[config.mk]
export PLATFORM = sky130hd
export DESIGN_NAME = mdh_forward_kinematics_chain
export DESIGN_NICKNAME = d
export VERILOG_FILES = /design/src/hdl/mdhfk_pkg.sv /design/src/hdl/mdhfk_cordic.sv /design/src/hdl/mdh_forward_kinematics_chain.sv
export VERILOG_INCLUDE_DIRS = /design/src /design/src/hdl
export SDC_FILE = /design/constraint.sdc
export NUM_CORES = 2
export LEC_CHECK = 0
export BUFFER_PORTS_ARGS = -buffer_cell sky130_fd_sc_hd__clkbuf_2
export CORE_ASPECT_RATIO = 1.1
export CORE_MARGIN = 1
export CORE_UTILIZATION = 40
export CTS_CLUSTER_DIAMETER = 60
export CTS_CLUSTER_SIZE = 12
export DETAILED_ROUTE_END_ITERATION = 8
export PLACE_DENSITY = 0.54
export RECOVER_POWER = 25
export SYNTH_ARGS = -nofsm -noshare
export SYNTH_HDL_FRONTEND = slang
export SYNTH_SLANG_ARGS = --single-unit
[constraint.sdc]
create_clock -name aclk -period 12.7 [get_ports aclk]
set_input_delay 1.905 -clock aclk [delete_from_list [all_inputs] [get_ports aclk]]
set_output_delay 1.905 -clock aclk [all_outputs]
set_load 0.01 [all_outputs]
[src/hdl/mdh_forward_kinematics_chain_macros.svh]
// Assertion macros for the forward kinematics chain.
`ifndef MDH_FORWARD_KINEMATICS_CHAIN_MACROS_SVH
`define MDH_FORWARD_KINEMATICS_CHAIN_MACROS_SVH
`ifndef SYNTHESIS
`define MDHFK_ASSERT_NOW(label, clk, rst_n, cond, expr) \
    label: assert property (@(posedge clk) disable iff (!rst_n) (cond) |-> (expr)) \
        else $error("assertion failed");
`define MDHFK_ASSERT_NEXT(label, clk, rst_n, cond, expr) \
    label: assert property (@(posedge clk) disable iff (!rst_n) (cond) |=> (expr)) \
        else $error("assertion failed");
`else
`define MDHFK_ASSERT_NOW(label, clk, rst_n, cond, expr)
`define MDHFK_ASSERT_NEXT(label, clk, rst_n, cond, expr)
`endif
`endif

[src/hdl/mdhfk_pkg.sv]
// Shared constants, types and CORDIC angle table for the kinematics chain.
package mdhfk_pkg;

    localparam int FRAC_BITS    = 16;
    localparam int ANGLE_BITS   = 16;
    localparam int ROT_W        = 18;
    localparam int POS_W        = 19;
    localparam int LEN_W        = 17;
    localparam int CORDIC_STEPS = 30;
    localparam int CORDIC_W     = 34;

    localparam logic signed [ROT_W-1:0] ONE = ROT_W'(64'sd1 <<< FRAC_BITS);

    // sine / cosine handed from the CORDIC unit to the sequencer
    typedef struct packed {
        logic                    done;
        logic signed [ROT_W-1:0] cos_val;
        logic signed [ROT_W-1:0] sin_val;
    } sincos_t;

    // atan(2^-i) in 2^32-per-turn units
    function automatic logic [29:0] atan_step(input logic [4:0] i);
        logic [29:0] v;
        case (i)
            5'd0:  v = 30'h20000000;
            5'd1:  v = 30'h12E4051E;
            5'd2:  v = 30'h09FB385B;
            5'd3:  v = 30'h051111D4;
            5'd4:  v = 30'h028B0D43;
            5'd5:  v = 30'h0145D7E1;
            5'd6:  v = 30'h00A2F61E;
            5'd7:  v = 30'h00517C55;
            5'd8:  v = 30'h0028BE53;
            5'd9:  v = 30'h00145F2F;
            5'd10: v = 30'h000A2F98;
            5'd11: v = 30'h000517CC;
            5'd12: v = 30'h00028BE6;
            5'd13: v = 30'h000145F3;
            5'd14: v = 30'h0000A2F9;
            5'd15: v = 30'h0000517C;
            5'd16: v = 30'h000028BE;
            5'd17: v = 30'h0000145F;
            5'd18: v = 30'h00000A2F;
            5'd19: v = 30'h00000517;
            5'd20: v = 30'h0000028B;
            5'd21: v = 30'h00000145;
            5'd22: v = 30'h000000A2;
            5'd23: v = 30'h00000051;
            5'd24: v = 30'h00000028;
            5'd25: v = 30'h00000014;
            5'd26: v = 30'h0000000A;
            5'd27: v = 30'h00000005;
            5'd28: v = 30'h00000002;
            5'd29: v = 30'h00000001;
            default: v = 30'h0;
        endcase
        return v;
    endfunction

endpackage

[src/hdl/mdhfk_cordic.sv]
// Iterative CORDIC unit: one micro-rotation per cycle, gives sine and cosine.
module mdhfk_cordic (
    input  logic                                   aclk,
    input  logic                                   aresetn,
    input  logic                                   start,
    input  logic [mdhfk_pkg::ANGLE_BITS-1:0]       angle,
    output mdhfk_pkg::sincos_t                     result
);

    localparam int W    = mdhfk_pkg::CORDIC_W;
    localparam int RSH  = 30 - mdhfk_pkg::FRAC_BITS;
    localparam logic signed [W-1:0] KINV  = W'(652032874);
    localparam logic signed [W-1:0] HALF  = W'(64'sd1 <<< (RSH - 1));
    localparam logic signed [W-1:0] ONE_C = W'(64'sd1 <<< mdhfk_pkg::FRAC_BITS);

    logic                busy_reg;
    logic                fin_reg;
    logic                flip_reg;
    logic [4:0]          step_reg;
    logic signed [W-1:0] x_reg, y_reg, z_reg;
    mdhfk_pkg::sincos_t  result_reg;

    logic [31:0]         z32, zf;
    logic                flip;
    logic signed [W-1:0] dx, dy, at, xr, yr, xn, yn;

    // quadrant fold of the starting angle
    always_comb begin
        z32  = {angle, {(32 - mdhfk_pkg::ANGLE_BITS){1'b0}}};
        flip = 1'(((z32 + 32'h4000_0000) >> 31));
        zf   = flip ? z32 + 32'h8000_0000 : z32;
    end

    // shared shift / add step and final rounding
    always_comb begin
        dx = y_reg >>> step_reg;
        dy = x_reg >>> step_reg;
        at = signed'(W'(mdhfk_pkg::atan_step(step_reg)));
        xr = (x_reg + HALF) >>> RSH;
        yr = (y_reg + HALF) >>> RSH;
        xn = flip_reg ? -xr : xr;
        yn = flip_reg ? -yr : yr;
    end

    function automatic logic signed [mdhfk_pkg::ROT_W-1:0] sat_one(
        input logic signed [W-1:0] v);
        logic signed [W-1:0] c;
        c = (v > ONE_C) ? ONE_C : ((v < -ONE_C) ? -ONE_C : v);
        return c[mdhfk_pkg::ROT_W-1:0];
    endfunction

    // sequencer for the micro-rotations
    always_ff @(posedge aclk) begin
        if (!aresetn) begin
            busy_reg        <= 1'b0;
            fin_reg         <= 1'b0;
            result_reg.done <= 1'b0;
        end else begin
            result_reg.done <= 1'b0;
            if (start) begin
                busy_reg <= 1'b1;
                fin_reg  <= 1'b0;
                step_reg <= '0;
                flip_reg <= flip;
                x_reg    <= KINV;
                y_reg    <= '0;
                z_reg    <= W'(signed'(zf));
            end else if (busy_reg) begin
                if (z_reg >= 0) begin
                    x_reg <= x_reg - dx;
                    y_reg <= y_reg + dy;
                    z_reg <= z_reg - at;
                end else begin
                    x_reg <= x_reg + dx;
                    y_reg <= y_reg - dy;
                    z_reg <= z_reg + at;
                end
                if (step_reg == 5'(mdhfk_pkg::CORDIC_STEPS - 1)) begin
                    busy_reg <= 1'b0;
                    fin_reg  <= 1'b1;
                end else begin
                    step_reg <= step_reg + 5'd1;
                end
            end else if (fin_reg) begin
                fin_reg            <= 1'b0;
                result_reg.done    <= 1'b1;
                result_reg.cos_val <= sat_one(xn);
                result_reg.sin_val <= sat_one(yn);
            end
        end
    end

    assign result = result_reg;

endmodule

[src/hdl/mdh_forward_kinematics_chain.sv]
// Top level: modified DH forward kinematics over a six-joint chain.
//
// Input channel (s_*): one request carries a joint number and a binary angle.
// Joint 0 restarts the chain from the identity frame; every other joint
// multiplies its link transform onto the accumulated frame. Joint numbers 6
// and 7 are accepted and dropped with no result.
// Output channel (m_*): three results per request, rows x, y, z of the new
// cumulative frame, m_last high on row 2.
// Configuration channel (cfg_*): ready only while the block is idle; writes
// link lengths. Indexes above 4 are ignored.
// Timing: one request at a time. Sine and cosine come from the CORDIC unit
// after the request is accepted (start, load, 30 micro-rotations, rounding,
// handover); then each row takes 12 products on the single shared
// multiplier, each a multiply state and an accumulate state, and the row is
// then presented in the output state. The next request is accepted only after
// the last row of the previous one is taken, so an output stall delays it.
// A stall on m_ready holds the current row and pauses the sequencer.
// Reset (aresetn, synchronous) restores the identity frame, zero offset
// and the default link lengths.
`include "mdh_forward_kinematics_chain_macros.svh"

module mdh_forward_kinematics_chain (
    input  logic                                     aclk,
    input  logic                                     aresetn,
    input  logic                                     s_valid,
    output logic                                     s_ready,
    input  logic [2:0]                               s_joint,
    input  logic [15:0]                              s_angle,
    output logic                                     m_valid,
    input  logic                                     m_ready,
    output logic [2:0]                               m_frame,
    output logic [1:0]                               m_row,
    output logic signed [mdhfk_pkg::ROT_W-1:0]       m_rot_x,
    output logic signed [mdhfk_pkg::ROT_W-1:0]       m_rot_y,
    output logic signed [mdhfk_pkg::ROT_W-1:0]       m_rot_z,
    output logic signed [mdhfk_pkg::POS_W-1:0]       m_offset,
    output logic                                     m_last,
    input  logic                                     cfg_valid,
    output logic                                     cfg_ready,
    input  logic [2:0]                               cfg_index,
    input  logic [mdhfk_pkg::LEN_W-1:0]              cfg_data
);

    localparam int RW  = mdhfk_pkg::ROT_W;
    localparam int PW  = mdhfk_pkg::POS_W;
    localparam int LW  = mdhfk_pkg::LEN_W;
    localparam int BW  = 19;
    localparam int MW  = RW + BW;
    localparam int SW  = MW + 3;
    localparam logic signed [SW-1:0] HALF    = SW'(64'sd1 <<< (mdhfk_pkg::FRAC_BITS - 1));
    localparam logic signed [SW-1:0] ONE_S   = SW'(64'sd1 <<< mdhfk_pkg::FRAC_BITS);
    localparam logic signed [SW-1:0] POS_MAX = SW'(262143);
    localparam logic signed [SW-1:0] POS_MIN = -SW'(262144);

    typedef enum logic [2:0] {
        CFG_BASE_HEIGHT      = 3'd0,
        CFG_SHOULDER_OFFSET  = 3'd1,
        CFG_UPPER_ARM_LENGTH = 3'd2,
        CFG_FOREARM_LENGTH   = 3'd3,
        CFG_FLANGE_LENGTH    = 3'd4
    } cfg_idx_t;

    typedef enum logic [2:0] {
        ST_IDLE, ST_SINCOS, ST_MUL, ST_ACC, ST_OUT
    } state_t;

    state_t                 state_reg;
    logic [LW-1:0]          base_height_reg, shoulder_offset_reg, upper_arm_length_reg;
    logic [LW-1:0]          forearm_length_reg, flange_length_reg;
    logic signed [RW-1:0]   rot_reg [3][3];
    logic signed [PW-1:0]   pos_reg [3];
    logic signed [RW-1:0]   nrot_reg [3];
    logic [2:0]             joint_reg;
    logic [15:0]            angle_reg;
    logic signed [RW-1:0]   ct_reg, st_reg;
    logic [1:0]             row_reg, term_reg, k_reg;
    logic signed [MW-1:0]   prod_reg;
    logic signed [SW-1:0]   sum_reg;
    logic                   cordic_start_reg;
    logic [2:0]             frame_reg;
    logic [1:0]             orow_reg;
    logic signed [RW-1:0]   orx_reg, ory_reg, orz_reg;
    logic signed [PW-1:0]   ooff_reg;
    logic                   olast_reg;

    mdhfk_pkg::sincos_t     sc;

    logic                   ca_one, sa_pos, sa_neg;
    logic [LW-1:0]          len_a, len_d;
    logic signed [RW-1:0]   a_op;
    logic signed [BW-1:0]   b_op, ct_b, st_b, one_b, a_b, d_b;
    logic signed [SW-1:0]   sum_n, rnd, rot_c, pos_s, pos_c;
    logic                   s_fire, m_fire;

    mdhfk_cordic u_cordic (
        .aclk    (aclk),
        .aresetn (aresetn),
        .start   (cordic_start_reg),
        .angle   (angle_reg[mdhfk_pkg::ANGLE_BITS-1:0]),
        .result  (sc)
    );

    assign s_fire = s_valid && s_ready;
    assign m_fire = m_valid && m_ready;

    // twist and link length selection for the current joint
    always_comb begin
        ca_one = (joint_reg == 3'd0) || (joint_reg == 3'd2);
        sa_neg = (joint_reg == 3'd4);
        sa_pos = !ca_one && !sa_neg;
        len_a  = '0;
        len_d  = '0;
        case (joint_reg)
            3'd0:    len_d = base_height_reg;
            3'd1:    len_a = shoulder_offset_reg;
            3'd2:    len_a = upper_arm_length_reg;
            3'd3:    len_d = forearm_length_reg;
            3'd5:    len_d = flange_length_reg;
            default: ;
        endcase
    end

    // multiplier operands: accumulated row entry times link entry
    always_comb begin
        ct_b  = BW'(ct_reg);
        st_b  = BW'(st_reg);
        one_b = BW'(mdhfk_pkg::ONE);
        a_b   = signed'(BW'(len_a));
        d_b   = signed'(BW'(len_d));
        a_op  = rot_reg[row_reg][k_reg];
        b_op  = '0;
        if (term_reg == 2'd3) begin
            case (k_reg)
                2'd0:    b_op = a_b;
                2'd1:    b_op = sa_pos ? -d_b : (sa_neg ? d_b : '0);
                2'd2:    b_op = ca_one ? d_b : '0;
                default: b_op = '0;
            endcase
        end else begin
            case ({k_reg, term_reg})
                4'b00_00: b_op = ct_b;
                4'b00_01: b_op = -st_b;
                4'b01_00: b_op = ca_one ? st_b : '0;
                4'b01_01: b_op = ca_one ? ct_b : '0;
                4'b01_10: b_op = sa_pos ? -one_b : (sa_neg ? one_b : '0);
                4'b10_00: b_op = sa_pos ? st_b : (sa_neg ? -st_b : '0);
                4'b10_01: b_op = sa_pos ? ct_b : (sa_neg ? -ct_b : '0);
                4'b10_10: b_op = ca_one ? one_b : '0;
                default:  b_op = '0;
            endcase
        end
    end

    // accumulate, round to nearest, saturate
    always_comb begin
        sum_n = sum_reg + SW'(prod_reg);
        rnd   = (sum_n + HALF) >>> mdhfk_pkg::FRAC_BITS;
        rot_c = (rnd > ONE_S) ? ONE_S : ((rnd < -ONE_S) ? -ONE_S : rnd);
        pos_s = rnd + SW'(pos_reg[row_reg]);
        pos_c = (pos_s > POS_MAX) ? POS_MAX : ((pos_s < POS_MIN) ? POS_MIN : pos_s);
    end

    // sequencer, frame state and output row register
    always_ff @(posedge aclk) begin
        if (!aresetn) begin
            state_reg            <= ST_IDLE;
            cordic_start_reg     <= 1'b0;
            base_height_reg      <= LW'(31326);
            shoulder_offset_reg  <= LW'(8126);
            upper_arm_length_reg <= LW'(27853);
            forearm_length_reg   <= LW'(27853);
            flange_length_reg    <= LW'(6554);
            for (int r = 0; r < 3; r++) begin
                for (int c = 0; c < 3; c++) begin
                    rot_reg[r][c] <= (r == c) ? mdhfk_pkg::ONE : '0;
                end
                pos_reg[r] <= '0;
            end
        end else begin
            cordic_start_reg <= 1'b0;
            if (cfg_valid && cfg_ready) begin
                case (cfg_idx_t'(cfg_index))
                    CFG_BASE_HEIGHT:      base_height_reg      <= cfg_data;
                    CFG_SHOULDER_OFFSET:  shoulder_offset_reg  <= cfg_data;
                    CFG_UPPER_ARM_LENGTH: upper_arm_length_reg <= cfg_data;
                    CFG_FOREARM_LENGTH:   forearm_length_reg   <= cfg_data;
                    CFG_FLANGE_LENGTH:    flange_length_reg    <= cfg_data;
                    default: ;
                endcase
            end
            case (state_reg)
                ST_IDLE: begin
                    if (s_fire && s_joint <= 3'd5) begin
                        joint_reg        <= s_joint;
                        angle_reg        <= s_angle;
                        cordic_start_reg <= 1'b1;
                        state_reg        <= ST_SINCOS;
                        if (s_joint == 3'd0) begin
                            for (int r = 0; r < 3; r++) begin
                                for (int c = 0; c < 3; c++) begin
                                    rot_reg[r][c] <= (r == c) ? mdhfk_pkg::ONE : '0;
                                end
                                pos_reg[r] <= '0;
                            end
                        end
                    end
                end
                ST_SINCOS: begin
                    if (sc.done) begin
                        ct_reg    <= sc.cos_val;
                        st_reg    <= sc.sin_val;
                        row_reg   <= '0;
                        term_reg  <= '0;
                        k_reg     <= '0;
                        sum_reg   <= '0;
                        state_reg <= ST_MUL;
                    end
                end
                ST_MUL: begin
                    prod_reg  <= a_op * b_op;
                    state_reg <= ST_ACC;
                end
                ST_ACC: begin
                    state_reg <= ST_MUL;
                    if (k_reg == 2'd2) begin
                        k_reg   <= '0;
                        sum_reg <= '0;
                        if (term_reg == 2'd3) begin
                            // row finished: commit it and present it
                            for (int c = 0; c < 3; c++) begin
                                rot_reg[row_reg][c] <= nrot_reg[c];
                            end
                            pos_reg[row_reg] <= pos_c[PW-1:0];
                            term_reg  <= '0;
                            frame_reg <= joint_reg + 3'd1;
                            orow_reg  <= row_reg;
                            orx_reg   <= nrot_reg[0];
                            ory_reg   <= nrot_reg[1];
                            orz_reg   <= nrot_reg[2];
                            ooff_reg  <= pos_c[PW-1:0];
                            olast_reg <= (row_reg == 2'd2);
                            state_reg <= ST_OUT;
                        end else begin
                            nrot_reg[term_reg] <= rot_c[RW-1:0];
                            term_reg           <= term_reg + 2'd1;
                        end
                    end else begin
                        k_reg   <= k_reg + 2'd1;
                        sum_reg <= sum_n;
                    end
                end
                ST_OUT: begin
                    if (m_fire) begin
                        if (row_reg == 2'd2) begin
                            state_reg <= ST_IDLE;
                        end else begin
                            row_reg   <= row_reg + 2'd1;
                            state_reg <= ST_MUL;
                        end
                    end
                end
                default: state_reg <= ST_IDLE;
            endcase
        end
    end

    assign s_ready   = (state_reg == ST_IDLE);
    assign cfg_ready = (state_reg == ST_IDLE);
    assign m_valid   = (state_reg == ST_OUT);
    assign m_frame   = frame_reg;
    assign m_row     = orow_reg;
    assign m_rot_x   = orx_reg;
    assign m_rot_y   = ory_reg;
    assign m_rot_z   = orz_reg;
    assign m_offset  = ooff_reg;
    assign m_last    = olast_reg;

    // one request in flight: no new request while a row is offered
    `MDHFK_ASSERT_NOW(a_no_overlap, aclk, aresetn, m_valid, !s_ready)
    // last mark only on the z row
    `MDHFK_ASSERT_NOW(a_last_row, aclk, aresetn, m_valid && m_last, m_row == 2'd2)
    // a valid joint request starts work
    `MDHFK_ASSERT_NEXT(a_start, aclk, aresetn, s_valid && s_ready && s_joint <= 3'd5, !s_ready)
    // rotation x entry stays within +/-1.0
    `MDHFK_ASSERT_NOW(a_rot_sat, aclk, aresetn, m_valid,
        m_rot_x <= mdhfk_pkg::ONE && m_rot_x >= -mdhfk_pkg::ONE)

endmodule

==> qor.yml <==
start_util_pct: 40.4
synth_edf_count: 707
drtAntennaViolNets: 0
max_freq_mhz: 89.6
yosys_warnings: 0
drt_wl_total_mm: 179
tns_ps: 0
row_count: 152
postLayoutCellArea_sq_um: 69100
cts_buffer_depth: 3
async_flop_share_pct: 0
grt_pass1_vias: 47100
cp-startpoint: "k_reg[0]"
cp_max_fo: 26
slew_violations: 419
min_from: "u_cordic.result[8]"
r2r_cells: 34
fillers: 15000
ys_ff_latch: 831
drc: 0
syn_nets: 6974
cts_sinks: 831
violations: "capacitance limit, slew limit"
worst_pin_slew_ps: 3170
crit_family: "adder cells"
routed_via_density: 5.62
fin_skew_ps: 91.4
synthesis.area_sq_um: 63100
end_kind: "flip-flop"
post_drt_wl_per_cell_microns: 21.2
gr-total-overflow: 0
pin_count: 126
ir_worst_vdd_v: 0.000117
finalSetupViolations: 0
drtIter0Drc: 3958
max_cap_violations: 10
power_density_nw_per_um2: 110
path_class: "flip-flop to flip-flop"
areaGrowthSynthToFinish_pct: 9.52
n_antenna_cell: 0
dpl.hpwl_mm: 129
r2r_start: "k_reg[0]"
die_w_microns: 381
utilization_pct: 44.2
worstPathRequired_ps: 13180
cts_max_level: 3
core_sq_um: 156000
ys_seq_area_share_pct: 37.6
num-nets-final: 6987
worst_path_largest_cell_delay_ps: 1360
avgSynthCellArea_sq_um: 10.0
placed_area_sq_um: 66000
path_buf_inv: 9
die_h_microns: 419
grt_first_pass_wirelength_mm: 280
path_clk_slew_ps: 60
antenna_found_initial: 1
grt_usage_pct: 22.4
hold_depth: 0
cp-start-kind: "flip-flop"
grt_max_degree: 103
io_buffer_count: 125
firstDrtPassIters: 9
fin_hold_ws_ps: 416
cts-resized-gates: 0
hold_violations: 0
syn_inst: 6286
hold_buffers: 0
cp.arrival_ps: 11640
crit_slowest_cell: "clkbuf_1"
fin_crit_sh_pct: 87.9
status: "complete, but fails checks"
die_area_sq_um: 159000
fin_ws_ps: 1540
synthFlopType: "edfxtp_1"
max_slew_margin_pct: -111
cts_root_buf: "clkbuf_16"
synth.distinct_cells: 99
min-delay-path-class: "flip-flop to flip-flop"
final_cell_mix: "nand2_1, edfxtp_1, inv_1, nor2_1, fa_1"
place_ws_ps: 1720
reg2reg_slack_ps: 1540
insertion_delay_ps: 780
drive_gt1_share_pct: 10.0
cts_tree: "built"
largest_register_ffs: 216
post_cts_buffers: 0
period_needed_ps: 11160
numCtsBuffers: 100
layout_commonest_cell: "nand2_1"
gp_congestion: 0.911
vias: 47400
holdPathEnd: "st_reg[8]"
path_common_cell: "inv_1"
r2r-end: "prod_reg[36]"
total_leakage_power_nw: 27.8
rsz0062_at_grt: "false"
==> through the flow <==
step	instances	total power, mW
5_1_grt	8446	7.97
2_1_floorplan	6286	4.43
3_3_place_gp	8276	4.80
6_report	8446	7.60
4_1_cts	8446	7.67
3_5_place_dp	8276	4.82
==> synth_stat cells (33+ instances only) <==
library cell	number	area, sq um
nand2_1	725	2720
edfxtp_1	707	21200
inv_1	592	2220
nor2_1	579	2170
a21oi_1	354	1770
fa_1	351	7030
ha_1	293	3670
o21ai_0	287	1440
clkbuf_1	271	1020
xnor2_1	208	1820
and3_1	197	1230
mux4_2	163	3670
xor2_1	154	1350
nand3_1	128	641
dfxtp_1	124	2480
nor3_1	105	526
a21o_1	77	578
nand2b_1	72	450
mux2i_1	64	641
and2_1	56	350
nor2b_1	46	288
a31oi_1	39	244
nand4_1	39	244
o31ai_1	38	285
o21a_1	37	278
a21boi_0	35	263
a222oi_1	34	340
a211oi_1	33	248
==> cells by family after synthesis <==
kind of cell,after synthesis,share of synthesized area (%)
compound gates,1166,11.7
buf+inv,912,5.58
simple gates,2110,15.6
mux,261,7.62
flops,831,37.6
xor+xnor,362,5.02
fa+ha+maj,644,16.9
==> power by group <==
| part | total, mW | switching [mW] | internal, mW |
|---|---|---|---|
| registers | 3.19 | 0.0896 | 3.10 |
| logic | 1.59 | 0.943 | 0.650 |
| clock network | 2.82 | 1.27 | 1.55 |
| total | 7.60 | 2.30 | 5.30 |
==> cell type report <==
| type | count | area, sq um | share of cell area, % |
|---|---|---|---|
| Clock buffer | 124 | 2640 | 3.82 |
| Clock inverter | 46 | 579 | 0.838 |
| Inverter | 595 | 2230 | 3.23 |
| Multi-Input combinational cell | 4543 | 36000 | 52.1 |
| Sequential cell | 831 | 23700 | 34.3 |
| Tap cell | 2079 | 2600 | 3.76 |
| Timing Repair Buffer | 228 | 1330 | 1.93 |
==> how the worst max path moves through the flow <==
stage	endpoint	slack (ps)	cells past startpoint
floorplan	u_cordic.at[0]	2780	14
global placement	prod_reg[36]	1990	36
detailed placement	prod_reg[36]	1720	36
CTS	prod_reg[36]	1740	36
global route	prod_reg[36]	750	36
finish	prod_reg[36]	1540	34
==> per-layer routing <==
layer  routed length (microns)  track usage (%)  vias to the layer above
met1                     79000             30.5                    23600
met3                     10900             3.43                      237
met4                      4360             6.13                        0
li1                          -                -                    22100
met2                     85000             37.2                     1478
met5                         0                0                        -
No activity file was read; power rests on OpenSTA's default activity.
